`config.mk`:
```
export PLATFORM = sky130hd
export DESIGN_NAME = binary_to_decimal_ascii
export DESIGN_NICKNAME = d
export VERILOG_FILES = /design/src/sv/b2da_pkg.sv /design/src/sv/b2da_dabble.sv /design/src/sv/b2da_emit.sv /design/src/sv/binary_to_decimal_ascii.sv
export VERILOG_INCLUDE_DIRS = /design/src /design/src/sv
export SDC_FILE = /design/constraint.sdc
export NUM_CORES = 1
export LEC_CHECK = 0
export BUFFER_PORTS_ARGS = -buffer_cell sky130_fd_sc_hd__buf_2
export CAP_MARGIN = 20
export CORE_ASPECT_RATIO = 1.1
export CORE_MARGIN = 2
export CORE_UTILIZATION = 43
export DETAILED_ROUTE_END_ITERATION = 10
export GPL_ROUTABILITY_DRIVEN = 0
export PLACE_DENSITY_LB_ADDON = 0.1
export REMOVE_ABC_BUFFERS = 1
export SYNTH_ARGS = -nofsm -noshare
export SYNTH_HDL_FRONTEND = slang
export SYNTH_SLANG_ARGS = --single-unit
```
`constraint.sdc`:
```
create_clock -name clk -period 3.3 [get_ports clk]
set_input_delay 0 -clock clk [delete_from_list [all_inputs] [get_ports clk]]
set_output_delay 0 -clock clk [all_outputs]
set_load 0.02 [all_outputs]
```
`src/sv/binary_to_decimal_ascii_defines.svh`:
```
// Assertion macros shared by the binary to decimal ASCII converter modules.
`ifndef BINARY_TO_DECIMAL_ASCII_DEFINES_SVH
`define BINARY_TO_DECIMAL_ASCII_DEFINES_SVH

// Same-cycle implication, sampled on clk, off during reset.
`define B2DA_ASSERT_NOW(lbl, ante, cons, msg) \
    lbl: assert property (@(posedge clk) disable iff (!rst_n) (ante) |-> (cons)) \
        else $error(msg);

// Next-cycle implication, sampled on clk, off during reset.
`define B2DA_ASSERT_NEXT(lbl, ante, cons, msg) \
    lbl: assert property (@(posedge clk) disable iff (!rst_n) (ante) |=> (cons)) \
        else $error(msg);

`endif

```
`src/sv/b2da_pkg.sv`:
```
// Types and constants for the binary to decimal ASCII converter.
package b2da_pkg;

    localparam int VALUE_W    = 64;
    localparam int DIGIT_W    = 4;
    localparam int NUM_DIGITS = 20;
    localparam int BCD_W      = NUM_DIGITS * DIGIT_W;
    localparam int CHAR_W     = 6;
    localparam int SHIFT_CNT_W = $clog2(VALUE_W);
    localparam int REM_W      = $clog2(NUM_DIGITS + 1);

    localparam logic [CHAR_W-1:0]  ASCII_ZERO = 6'd48;
    localparam logic [CHAR_W-1:0]  ASCII_NINE = 6'd57;
    localparam logic [DIGIT_W-1:0] DABBLE_LIMIT = 4'd5;
    localparam logic [DIGIT_W-1:0] DABBLE_ADD   = 4'd3;

    typedef struct packed {
        logic busy;
        logic done;
    } dab_status_t;

    typedef enum logic [1:0] {
        EM_IDLE,
        EM_SKIP,
        EM_EMIT
    } emit_state_t;

endpackage

```
`src/sv/b2da_dabble.sv`:
```
// Bit-serial double dabble: shifts the binary value into a 20-digit BCD register.
`include "binary_to_decimal_ascii_defines.svh"

module b2da_dabble
(
    input  logic                            clk,
    input  logic                            rst_n,
    input  logic                            load,
    input  logic [b2da_pkg::VALUE_W-1:0]    value,
    output b2da_pkg::dab_status_t           status,
    output logic [b2da_pkg::BCD_W-1:0]      bcd
);

    logic [b2da_pkg::VALUE_W-1:0]     bin_reg;
    logic [b2da_pkg::BCD_W-1:0]       bcd_reg;
    logic [b2da_pkg::BCD_W-1:0]       bcd_adj;
    logic [b2da_pkg::SHIFT_CNT_W-1:0] cnt_reg;
    logic [b2da_pkg::SHIFT_CNT_W-1:0] cnt_next;
    logic                             busy_reg;
    logic                             busy_next;
    logic                             done_reg;
    logic                             done_next;
    logic                             last_shift;

    // add-3 on every digit of 5 or more before the shift
    always_comb
    begin
        bcd_adj = bcd_reg;
        for (int i = 0; i < b2da_pkg::NUM_DIGITS; i++)
        begin
            if (bcd_reg[i*b2da_pkg::DIGIT_W +: b2da_pkg::DIGIT_W] >= b2da_pkg::DABBLE_LIMIT)
            begin
                bcd_adj[i*b2da_pkg::DIGIT_W +: b2da_pkg::DIGIT_W] =
                    bcd_reg[i*b2da_pkg::DIGIT_W +: b2da_pkg::DIGIT_W] + b2da_pkg::DABBLE_ADD;
            end
        end
    end

    assign last_shift = (cnt_reg == b2da_pkg::SHIFT_CNT_W'(b2da_pkg::VALUE_W - 1));

    always_comb
    begin
        cnt_next  = cnt_reg;
        busy_next = busy_reg;
        done_next = 1'b0;
        if (load)
        begin
            cnt_next  = '0;
            busy_next = 1'b1;
        end
        else if (busy_reg)
        begin
            cnt_next = cnt_reg + 1'b1;
            if (last_shift)
            begin
                busy_next = 1'b0;
                done_next = 1'b1;
            end
        end
    end

    always_ff @(posedge clk or negedge rst_n)
    begin
        if (!rst_n)
        begin
            cnt_reg  <= '0;
            busy_reg <= 1'b0;
            done_reg <= 1'b0;
        end
        else
        begin
            cnt_reg  <= cnt_next;
            busy_reg <= busy_next;
            done_reg <= done_next;
        end
    end

    always_ff @(posedge clk)
    begin
        if (load)
        begin
            bin_reg <= value;
            bcd_reg <= '0;
        end
        else if (busy_reg)
        begin
            bin_reg <= {bin_reg[b2da_pkg::VALUE_W-2:0], 1'b0};
            bcd_reg <= {bcd_adj[b2da_pkg::BCD_W-2:0], bin_reg[b2da_pkg::VALUE_W-1]};
        end
    end

    assign status.busy = busy_reg;
    assign status.done = done_reg;
    assign bcd         = bcd_reg;

    `B2DA_ASSERT_NEXT(a_load_starts, load, busy_reg && cnt_reg == '0, "dabble did not start on load")
    `B2DA_ASSERT_NEXT(a_done_after_last, busy_reg && last_shift && !load, done_reg && !busy_reg,
        "dabble did not finish after the last shift")
    `B2DA_ASSERT_NOW(a_done_not_busy, done_reg, !busy_reg, "dabble done while still shifting")

endmodule

```
`src/sv/b2da_emit.sv`:
```
// Digit emitter: drops leading zeros and sends one ASCII digit per cycle.
`include "binary_to_decimal_ascii_defines.svh"

module b2da_emit
(
    input  logic                         clk,
    input  logic                         rst_n,
    input  logic                         load,
    input  logic [b2da_pkg::BCD_W-1:0]   bcd,
    output logic [b2da_pkg::CHAR_W-1:0]  digit_char,
    output logic                         last,
    output logic                         strobe,
    output logic                         busy
);

    b2da_pkg::emit_state_t            state_reg;
    b2da_pkg::emit_state_t            state_next;
    logic [b2da_pkg::BCD_W-1:0]       dig_reg;
    logic [b2da_pkg::BCD_W-1:0]       dig_next;
    logic [b2da_pkg::REM_W-1:0]       rem_reg;
    logic [b2da_pkg::REM_W-1:0]       rem_next;
    logic [b2da_pkg::DIGIT_W-1:0]     top_digit;
    logic                             one_left;

    assign top_digit = dig_reg[b2da_pkg::BCD_W-1 -: b2da_pkg::DIGIT_W];
    assign one_left  = (rem_reg == b2da_pkg::REM_W'(1));

    always_ff @(posedge clk or negedge rst_n)
    begin
        if (!rst_n)
        begin
            state_reg <= b2da_pkg::EM_IDLE;
            rem_reg   <= '0;
        end
        else
        begin
            state_reg <= state_next;
            rem_reg   <= rem_next;
        end
    end

    always_ff @(posedge clk)
    begin
        dig_reg <= dig_next;
    end

    always_comb
    begin
        state_next = state_reg;
        dig_next   = dig_reg;
        rem_next   = rem_reg;
        strobe     = 1'b0;
        last       = 1'b0;
        digit_char = b2da_pkg::ASCII_ZERO
                   + {{(b2da_pkg::CHAR_W - b2da_pkg::DIGIT_W){1'b0}}, top_digit};
        case (state_reg)
            b2da_pkg::EM_IDLE:
            begin
                if (load)
                begin
                    dig_next   = bcd;
                    rem_next   = b2da_pkg::REM_W'(b2da_pkg::NUM_DIGITS);
                    state_next = b2da_pkg::EM_SKIP;
                end
            end
            b2da_pkg::EM_SKIP:
            begin
                // strip leading zeros, keep at least one digit
                if (top_digit == '0 && !one_left)
                begin
                    dig_next = {dig_reg[b2da_pkg::BCD_W-b2da_pkg::DIGIT_W-1:0],
                                {b2da_pkg::DIGIT_W{1'b0}}};
                    rem_next = rem_reg - 1'b1;
                end
                else
                begin
                    state_next = b2da_pkg::EM_EMIT;
                end
            end
            b2da_pkg::EM_EMIT:
            begin
                strobe   = 1'b1;
                last     = one_left;
                dig_next = {dig_reg[b2da_pkg::BCD_W-b2da_pkg::DIGIT_W-1:0],
                            {b2da_pkg::DIGIT_W{1'b0}}};
                rem_next = rem_reg - 1'b1;
                if (one_left)
                begin
                    state_next = b2da_pkg::EM_IDLE;
                end
            end
            default:
            begin
                state_next = b2da_pkg::EM_IDLE;
            end
        endcase
    end

    assign busy = (state_reg != b2da_pkg::EM_IDLE);

    `B2DA_ASSERT_NOW(a_char_range, strobe,
        digit_char >= b2da_pkg::ASCII_ZERO && digit_char <= b2da_pkg::ASCII_NINE,
        "emitted character is not a decimal digit")
    `B2DA_ASSERT_NEXT(a_run_continues, strobe && !last, strobe, "digit run broken before last")
    `B2DA_ASSERT_NEXT(a_run_ends, strobe && last, !strobe && !busy, "emitter active after last digit")

endmodule

```
`src/sv/binary_to_decimal_ascii.sv`:
```
// Digits of a value leave most significant first, one digit per cycle from the first
// digit to the last. A new value is taken only when the previous one is through: each
// value passes the 64 bit-serial double dabble shifts, then a 20-digit zero-strip/emit
// scan. Digits cannot be stalled by the receiver.
// Reset: asynchronous, active low; returns both units to idle, nothing else is kept.
module binary_to_decimal_ascii
(
    input  logic                            clk,
    input  logic                            rst_n,
    input  logic                            start,
    input  logic [b2da_pkg::VALUE_W-1:0]    value,
    output logic                            busy,
    output logic                            strobe,
    output logic [b2da_pkg::CHAR_W-1:0]     digit_char,
    output logic                            last
);

    b2da_pkg::dab_status_t          dab_status;
    logic [b2da_pkg::BCD_W-1:0]     bcd;
    logic                           emit_busy;
    logic                           accept;

    // transaction accepted on start while idle
    assign accept = start && !busy;
    assign busy   = dab_status.busy || dab_status.done || emit_busy;

    b2da_dabble u_dabble
    (
        .clk    (clk),
        .rst_n  (rst_n),
        .load   (accept),
        .value  (value),
        .status (dab_status),
        .bcd    (bcd)
    );

    b2da_emit u_emit
    (
        .clk        (clk),
        .rst_n      (rst_n),
        .load       (dab_status.done),
        .bcd        (bcd),
        .digit_char (digit_char),
        .last       (last),
        .strobe     (strobe),
        .busy       (emit_busy)
    );

endmodule

```
=== Word level (Yosys, flattened, before mapping) ===
Cells that the tools add are included.

* Equal/unequal tests: 8
* Reductions and logical operators: 13
* Muxes and demuxes: 42
* Add/sub/neg operators: 23
* $lt $le $gt $ge: 20

{| class="wikitable"
|+ Operators with widths
! kind !! count
|-
| $pmux W80 S3 || 1
|-
| $mux W80 || 2
|-
| $mux W64 || 2
|-
| $ge A4 B3 Y1 const B || 20
|-
| $add A4 B2 Y4 const B || 19
|-
| $mux W4 || 19
|-
| $pmux W5 S3 || 1
|-
| $mux W6 || 2
|-
| $mux W5 || 2
|-
| $mux W1 || 8
|-
| $add A5 B5 Y6 const A || 1
|-
| $add A6 B1 Y6 const B || 1
|-
| $eq A6 B6 Y1 const B || 1
|-
| $mux W2 || 3
|-
| $pmux W2 S3 || 1
|-
| $reduce_and A3 Y1 || 2
|-
| $eq A5 B1 Y1 const B || 1
|-
| $sub A5 B1 Y5 const B || 1
|-
| $logic_not A4 Y1 || 1
|-
| $ne A2 B1 Y1 const B || 2
|-
| $ne A2 B2 Y1 const B || 2
|-
| $reduce_bool A2 Y1 || 2
|-
| $add A3 B2 Y3 const B || 1
|-
| $mux W3 || 1
|-
| 7 further kinds || 10
|}

* Word-level logic and storage cells: 114
* Register bits: 239
* Output and inout bits: 9
* Input port bits: 67

=== Longest topological paths before layout ===
Gate-level depths: netlist of run 1.

* Depth after elaboration: 5
* Gate-level depth with buffers: 8
* Depth with buffers taken out: 7

=== Cells and area by module ===
A second synthesis of run 1 with hierarchy kept.

* Cells, all modules: 1014
* Area, all modules: 11838.9 sq um

{| class="wikitable"
|+ Modules (own cells, without submodules)
! module !! cells an instance !! area an instance (sq um) !! sequential area each (sq um) !! instances
|-
| b2da_dabble || 783 || 7906.3 || 3723.6 || 1
|-
| b2da_emit || 229 || 3917.5 || 2577.5 || 1
|-
| binary_to_decimal_ascii || 2 || 15.0 || 0.0 || 1
|}

=== Worst setup path after synthesis of run 1 ===
Ideal clock, no wire load.

* Path type: reg-to-reg
* Start point: register u_emit.state_reg[0]
* End point: register u_dabble.bin_reg[0] (netlist name) (enable)
* Required time: 2.877 ns
* Stages on the path, launching flop included: 8
* Arrival: 2.820 ns
* Path buffers: 2
* Setup slack: 0.057 ns
* Cells stage by stage: dfrtp_1 -> inv_1 -> ha_1 -> nor2b_1 -> nand3_1 -> buf_2 -> buf_2 -> nand2_1

* Word-level cells in the longest chain between the ends: 5

{| class="wikitable"
|+ Ends and longest elaborated chain
! element !! RTL line !! text
|-
| from (decl) || b2da_emit.sv:16 || <nowiki>b2da_pkg::emit_state_t state_reg;</nowiki>
|-
| from (signal assigned) || b2da_emit.sv:32 || <nowiki>state_reg <= b2da_pkg::EM_IDLE;</nowiki>
|-
| from (signal assigned) || b2da_emit.sv:37 || <nowiki>state_reg <= state_next;</nowiki>
|-
| $reduce_bool A2 Y1 || b2da_emit.sv:99 || <nowiki>assign busy = (state_reg != b2da_pkg::EM_IDLE);</nowiki>
|-
| $logic_or A1 B1 Y1 || binary_to_decimal_ascii.sv:25 || <nowiki>assign busy = dab_status.busy || dab_status.done || emit_busy;</nowiki>
|-
| $logic_not A1 Y1 || binary_to_decimal_ascii.sv:24 || <nowiki>assign accept = start && !busy;</nowiki>
|-
| $logic_and A1 B1 Y1 || binary_to_decimal_ascii.sv:24 ||
|-
| $reduce_bool A2 Y1 (no source line) || -- ||
|-
| to (signal assigned) || b2da_dabble.sv:82 || <nowiki>bin_reg <= value;</nowiki>
|-
| to (signal assigned) || b2da_dabble.sv:87 || <nowiki>bin_reg <= {bin_reg[b2da_pkg::VALUE_W-2:0], 1'b0};</nowiki>
|-
| to (decl) || b2da_dabble.sv:14 || <nowiki>logic [b2da_pkg::VALUE_W-1:0] bin_reg;</nowiki>
|}

No other way between the ends.
A chain may end at the register's enable or synchronous reset.

=== Worst setup path in the final report of run 1 ===
* Start point: register u_emit.state_reg[0]
* End point: register u_dabble.bin_reg[40] (netlist name) (data pin)

* Word-level cells in the longest chain between the ends: 5

{| class="wikitable"
|+ Ends and longest elaborated chain
! element !! RTL line !! text
|-
| $reduce_bool A2 Y1 || b2da_emit.sv:99 ||
|-
| $logic_or A1 B1 Y1 || binary_to_decimal_ascii.sv:25 ||
|-
| $logic_not A1 Y1 || binary_to_decimal_ascii.sv:24 ||
|-
| $logic_and A1 B1 Y1 || binary_to_decimal_ascii.sv:24 ||
|-
| $mux W64 || b2da_dabble.sv:80 || <nowiki>if (load)</nowiki>
|}

No other way between the ends.

==> metrics.md, run 1 <==
| Metric | Value |
|---|---|
| Period utilization | 73.7% |
| ANT nets after route | 0 |
| Worst reg-to-reg setup slack | 0.87 ns |
| Layout Skew | 0.00971 ns |
| DR vias | 7882 |
| LEAKAGE | 5.50 nW |
| Number of synthesized flops with an enable pin | 144 |
| Mean Syn Cell Area | 10.3 um2 |
| WP data arrival | 2.71 ns |
| GRT overflow | 0 |
| Residual DRC | 0 |
| Max_slew headroom | 39.5% |
| Worst Path Max Fanout | 71 |
| CTS Buffer Depth | 3 |
| Overall Global Routing Usage | 16.7% |
| I/O pin total | 76 |
| Detailed Routing Iterations Pass 1 | 4 |
| Final-layout fill cell count | 2252 |
| Setup crit end kind | flop |
| Core area | 25400 um2 |
| Net Sw Frac | 33.2% |
| Crit-path cells | inv_1 -> ha_4 -> nor2b_1 -> nand3_4 -> buf_4 -> nand2_1 -> nand2_1 |
| Post-layout nets | 1324 |
| Fmax | 411 MHz |
| Switch Pwr | 4.68 mW |
| Async S/R FF share, synth | 6.28% |
| Worst Hold Path EP | u_dabble.bin_reg[9] |
| Hpwl dp | 13.1 mm |
| Logic pwr share | 35.6% |
| Worst skew pair latency | 0.53 ns |
| Clock sink count | 239 |
| Maxcap violations | 0 |
| Initial DRC Count | 411 |
| Mapped Area | 11200 um2 |
| CP startpoint kind | flop |
| Peak VDD IR | 0.438 mV |
| Seq pwr share | 42.5% |
| Synthesized instance count | 1088 |
| Chip Height | 173 um |
| Crit Path Class | flop to flop |
| PwrDens | 1040 nW/um2 |
| Crit-path most repeated cell | nand2_1 |
| Ys flop type | edfxtp_1 |
| Setup TNS | 0 ns |
| CP max stage cell | buf_4 |
| DIE AREA | 27300 um2 |
| Setup ws final | 0.868 ns |
| Worst r2r src | u_emit.state_reg[0] |
| Fin crit period | 2.43 ns |
| FF-to-FF End | u_dabble.bin_reg[40] |
| Core Util, Final | 53.1% |
| Antenna Cells | 0 |
| Fin. Hold Viols | 0 |
| CTS Buf Count | 28 |
| Vias in the first global route | 7614 |
| Hold path start | value[9] |
| RSZ-0062 raised after global routing | false |
| Required @ worst endpoint | 3.58 ns |
| Final-report setup violation count | 0 |
| Vias per inst | 5.00 |
| Share of cells above drive strength 1 | 17.0% |
| Status | finished, final reports clean |
| Post-Route WL | 22.2 mm |
| Synth cell types | 43 |
| Clock power share | 21.9% |
| Buffers on Ports | 73 |
| Hold Path Class | input port to flop |
| Final Max Slew Viols | 0 |
| Yosys Warn Count | 0 |
| Initial antenna violation count | 0 |
| Worst-Margin Slew | 0.907 ns |
| Routed len/inst | 14.1 um |
| Area occupied by multi-input gates | 4480 um2 |
| H-Tree Depth | 1 |
| Post-synthesis sequential area ratio | 56.3% |
| Setup Slack @ Placement | 0.848 ns |
| CTS Root Cell | clkbuf_16 |
| Synth Register Bits | 239 |
| Die outline width | 158 um |
| Row count | 61 |
| First-pass GRT wire length | 37.9 mm |
| Number of setup buffers added after CTS | 0 |
| Register-to-Register Path Depth | 7 |
| Largest net degree at the start of global routing | 89 |
| CTS tree | done |
| Worst stage delay on the critical path | 0.45 ns |
| Starting Density | 44.0% |
| Clock slew at reported path FFs | 0.06 ns |
| Register area | 6300 um2 |
| Cell internal pwr | 9.42 mW |
| Hold path cells | 4 |
| Hold_ws | 0.260 ns |
| Synth-to-layout area growth | 20.7% |
==> Yosys cell counts (3+ instances only) <==
library cell  count  area [um2]
a31o_2           12         105
nor2_1            9        33.8
mux2_2           59         664
nand2b_1         24         150
o211ai_1          4        30.0
nand3_1          34         170
a21oi_1          47         235
buf_1             4        15.0
edfxtp_1        144        4320
buf_4             6        45.0
nor2b_1           3        18.8
nor3_1           13        65.1
nand2_1         292        1100
and3_1            3        18.8
o21ai_0          93         465
clkbuf_1         35         131
xor2_1           16         140
nor3b_1           5        37.5
o31ai_1           4        30.0
ha_1             48         601
dfrtp_1          15         375
xnor2_1          21         184
inv_1            44         165
buf_2            16        80.1
dfxtp_1          80        1600
o32ai_1           5        43.8
o22ai_1          32         200
==> kinds of logic after synthesis <==
group | synth area share (%)
compound gates | 10.4
xor+xnor | 2.90
fa+ha+maj | 5.37
buf+inv | 3.99
flops | 56.3
mux | 6.03
other cells | 0.0335
simple gates | 15.0
==> worst max path at each step <==
stage	start	endpoint	slack (ns)
floorplan	u_dabble.busy_reg	u_dabble.bin_reg[0]	-4.41
global placement	u_emit.state_reg[0]	u_dabble.bin_reg[63]	0.91
detailed placement	u_emit.state_reg[0]	u_dabble.bin_reg[8]	0.85
CTS	u_emit.state_reg[0]	u_dabble.bin_reg[63]	0.83
global route	u_emit.state_reg[0]	u_dabble.bin_reg[40]	0.64
finish	u_emit.state_reg[0]	u_dabble.bin_reg[40]	0.87
==> cell usage in the layout (no fill, tap or decap), types with 3 or more instances in the layout <==
cell type      Yosys  routed
o211ai_1           4       4
buf_2             16      73
dlygate4sd3_1      0      67
nor3_1            13      13
xnor2_1           21      21
nor3b_1            5       5
dfrtp_1           15      15
nand2b_1          24      24
a21oi_1           47      47
clkinv_2           0       5
o22ai_1           32      32
nand3_1           34      33
nor2_1             9       9
buf_12             0       5
xor2_1            16      16
clkbuf_8           0       6
nand2_1          292     291
clkbuf_1          35       8
a31o_2            12      12
nor2b_1            3       3
ha_1              48      47
dfxtp_1           80      80
o31ai_1            4       4
buf_4              6       6
inv_1             44      44
o21ai_0           93      93
mux2_2            59      59
edfxtp_1         144     144
clkbuf_16          0      29
o32ai_1            5       5
==> critical path, delay by kind of cell (launching register included) <==
kind / cells / cell delay, ns
fa+ha+maj: 1 / 0.15
flops: 1 / 0.41
simple gates: 4 / 0.96
buf+inv: 2 / 0.61
==> layout make-up <==
cell class	count	share of cell area [%]
Timing Repair Buffer	151	8.74
Tap cell	346	3.20
Clock inverter	9	0.713
Sequential cell	239	46.6
Inverter	46	1.31
Multi-Input combinational cell	743	33.2
Clock buffer	43	6.21
==> metal layers <==
metal / global-route usage, % / share of wire (%)
met5: 0 / 0
met3: 2.55 / 4.2
met1: 24.3 / 49
met2: 26.3 / 46
met4: 3.94 / 1.2
==> power by group through the flow <==
stage,Clock [mW],Sequential [mW],Combinational (mW)
4_1_cts,3.17,6.02,5.09
3_5_place_dp,0,6.06,5.00
6_report,3.09,6.00,5.01
2_1_floorplan,0,5.84,3.94
5_1_grt,3.31,6.20,5.76
3_3_place_gp,0,6.07,4.89
==> per-stage QoR <==
| step | power, mW | cell area, um2 | instances |
|---|---|---|---|
| CTS | 14.3 | 13500 | 1577 |
| detailed placement | 11.1 | 11900 | 1458 |
| global placement | 11.0 | 11900 | 1458 |
| floorplan | 9.78 | 10900 | 1028 |
| finish | 14.1 | 13500 | 1577 |
| global route | 15.3 | 13500 | 1577 |
==> repair_timing <==
item                      CTS  global route
gates resized for setup     0             0
hold endpoints to repair   80             0
hold buffers               67             0
Note: power is estimated with default switching activity, not from simulation.
==> inputs of run 2 (changes only) <==
ABC_AREA = 1   (was not set)
clock period = 2.1 ns   (was 3.3 ns; I/O delays follow)
==> run 2 against run 1 <==
  * Synthesized cell count rose by 27%
  * Core utilization fell by 1.4 points
  * Synthesized area rose by 3.8%
  * Largest cell class unchanged
  * Cell area rose by 2.6%
  * Critical endpoint is now u_dabble.bin_reg[34]
==> metrics.md, run 2 <==
| Metric | Value |
|---|---|
| Period utilization | 93.1% (+19 points) |
| GRT overflow | 0 (unchanged) |
| Total power | 9.54 mW (-32%) |
| Core Util, Final | 51.7% (-1.4 points) |
| Final Max Slew Viols | 0 (unchanged) |
| Vias per inst | 4.78 (-4.3%) |
| Routed len/inst | 13.1 um (-7.1%) |
| RSZ-0062 raised after global routing | false |
| Status | finished, final reports clean |
| Post-layout nets | 1620 (+22%) |
| Ys flop type | edfxtp_1 |
| Clock sink count | 239 (unchanged) |
| DIE AREA | 28400 um2 (+3.7%) |
| Initial DRC Count | 581 (+41%) |
| Synth cell types | 28 (-35%) |
| Hold_ws | 0.270 ns (+0.00926 ns) |
| Synthesized instance count | 1377 (+27%) |
| Synth-to-layout area growth | 19.3% |
| Hpwl dp | 14.8 mm (+13%) |
| CTS Buffer Depth | 3 (unchanged) |
| Register area | 6300 um2 (about the same) |
| Layout Skew | 0.0113 ns (+0.00163 ns) |
| Clock slew at reported path FFs | 0.06 ns (about the same) |
| Yosys Warn Count | 0 (unchanged) |
| Worst Path Max Fanout | 41 (-42%) |
| ANT nets after route | 0 (unchanged) |
| Mapped Area | 11600 um2 (+3.8%) |
| Worst skew pair latency | 0.52 ns (about the same) |
| Ranking of synthesized cells by area | edfxtp_1, nand2_1, dfxtp_1 |
| Number of setup buffers added after CTS | 0 (unchanged) |
| Share of cells above drive strength 1 | 9.05% (-7.9 points) |
| Required @ worst endpoint | 2.38 ns (-1.20 ns) |
| Yosys top cell area share | 37.2% (-1.4 points) |
| Mean Syn Cell Area | 8.44 um2 (-18%) |
| Fin crit period | 1.95 ns (-0.477 ns) |
| Final-layout fill cell count | 2566 (+14%) |
| Post-synthesis sequential area ratio | 54.2% (-2.1 points) |
| Fmax | 512 MHz (+24%) |
| Maxcap violations | 0 (unchanged) |
| Chip Height | 176 um (+1.9%) |
| Synth top cells by count | nand2_1, edfxtp_1, inv_1 |
| Detailed Routing Iterations Pass 1 | 5 (+1) |
| Final-report setup violation count | 0 (unchanged) |
| Setup crit end kind | flop |
| H-Tree Depth | 1 (unchanged) |
| Number of synthesized flops with an enable pin | 144 (unchanged) |
| Area occupied by multi-input gates | 4450 um2 (-0.75%) |
| CTS Root Cell | clkbuf_16 |
| Hold Path Class | input port to flop |
| Crit Path Class | flop to flop |
| Leading cell type in the layout, fill and taps excluded | nand2_1 |
| Peak VDD IR | 0.443 mV (+1.2%) |
| Buffers on Ports | 73 (unchanged) |
| Setup ws final | 0.145 ns (-0.723 ns) |
| Most common cell in the netlist | nand2_1 |
| Overall Global Routing Usage | 17.2% (+0.43 points) |
| DR vias | 9001 (+14%) |
| Vias in the first global route | 8608 (+13%) |
| Largest net degree at the start of global routing | 102 (+15%) |
| Yosys top cell by area | edfxtp_1 |
| Starting Density | 43.4% (-0.67 points) |
| Fin. Hold Viols | 0 (unchanged) |
| CTS Buf Count | 27 (-3.6%) |
| CTS tree | done |
| Max_slew headroom | 50.3% (+11 points) |
| Setup Slack @ Placement | 0.154 ns (-0.694 ns) |
| Async S/R FF share, synth | 6.28% (unchanged) |
| CP startpoint kind | flop |
| Residual DRC | 0 (unchanged) |
| Initial antenna violation count | 0 (unchanged) |
| Core area | 26800 um2 (+5.4%) |
| I/O pin total | 76 (unchanged) |
| WP data arrival | 2.23 ns (-0.48 ns) |
| LEAKAGE | 6.42 nW (+17%) |
| Most frequent cells in the layout | nand2_1, edfxtp_1, inv_1 |
| Worst-Margin Slew | 0.743 ns (-0.164 ns) |
| PwrDens | 689 nW/um2 (-34%) |
| Die outline width | 161 um (+1.9%) |
| First-pass GRT wire length | 40.8 mm (+7.6%) |
| Synth Register Bits | 239 (unchanged) |
| Row count | 63 (+3.3%) |
| Post-Route WL | 24.6 mm (+11%) |
| Antenna Cells | 0 (unchanged) |
-- run 2: final timing paths --
check	startpoint	to	slack, ns	cells after the start
setup reg to reg	u_emit.state_reg[0]	u_dabble.bin_reg[34]	0.15	8
setup / recovery	u_emit.state_reg[0]	u_dabble.bin_reg[34]	0.15	8
hold / removal	value[1]	u_dabble.bin_reg[1]	0.27	4
max in group asynchronous	rst_n	u_dabble.busy_reg	0.92	3
min in group asynchronous	rst_n	u_emit.rem_reg[4]	0.63	3
hold reg to reg	u_dabble.bcd[79]	u_dabble.bcd[79]	0.48	2
-- run 2: through the flow --
stage | TNS, ns | cell area [um2] | std cells
global route | 0 | 13900 | 1882
finish | 0 | 13900 | 1882
global placement | 0 | 12300 | 1765
CTS | 0 | 13800 | 1881
floorplan | -569.43 | 11300 | 1319
detailed placement | 0 | 12300 | 1765
-- run 2: cells by family after synthesis --
| family | after synthesis | share of synthesized area, % |
|---|---|---|
| and+or+nand+nor | 651 | 21.9 |
| DFF | 239 | 54.2 |
| AOI/OAI and AO/OA | 228 | 10.4 |
| buffers and inverters | 202 | 7.72 |
| adders and majority gates | 48 | 5.17 |
| xor gates and xnor gates | 8 | 0.603 |
| other | 1 | 0.0323 |
-- run 2: routing by layer --
metal  GRT usage [%]  up-vias  routed length (um)
li1                -     4710                   -
met1            22.4     4136               11500
met2            30.1      112               11900
met3            2.35       43                 707
met4            4.50        0                 495
met5               0        -                   0
-- run 2: power by group --
| group | switching, mW | internal [mW] |
|---|---|---|
| clock | 1.84 | 2.61 |
| sequential | 0 | 4.92 |
| combinational | 0.0516 | 0.124 |
-- run 2: cell type report --
type                    count  share of cell area (%)
inverters                 143                    3.88
clock buffers              43                    5.82
well taps                 357                    3.22
clock inverters             6                   0.199
multi-input cells         937                    32.1
flip-flops and latches    239                    45.5
repair buffers            157                    9.30
-- run 2: worst max-delay path, cell delays in order, from the launching register on --
cell     delay (ns)
dfrtp_1        0.40
inv_1          0.12
ha_4           0.19
nand3_4        0.12
buf_4          0.40
inv_2          0.11
buf_4          0.23
nand2_1        0.09
nand2_1        0.04
-- run 2: what timing repair did --
item | in CTS | in global routing
setup endpoints to repair | 0 | 54
hold endpoints to repair | 81 | 0
hold buffers | 67 | 0
resized for setup | 0 | 1
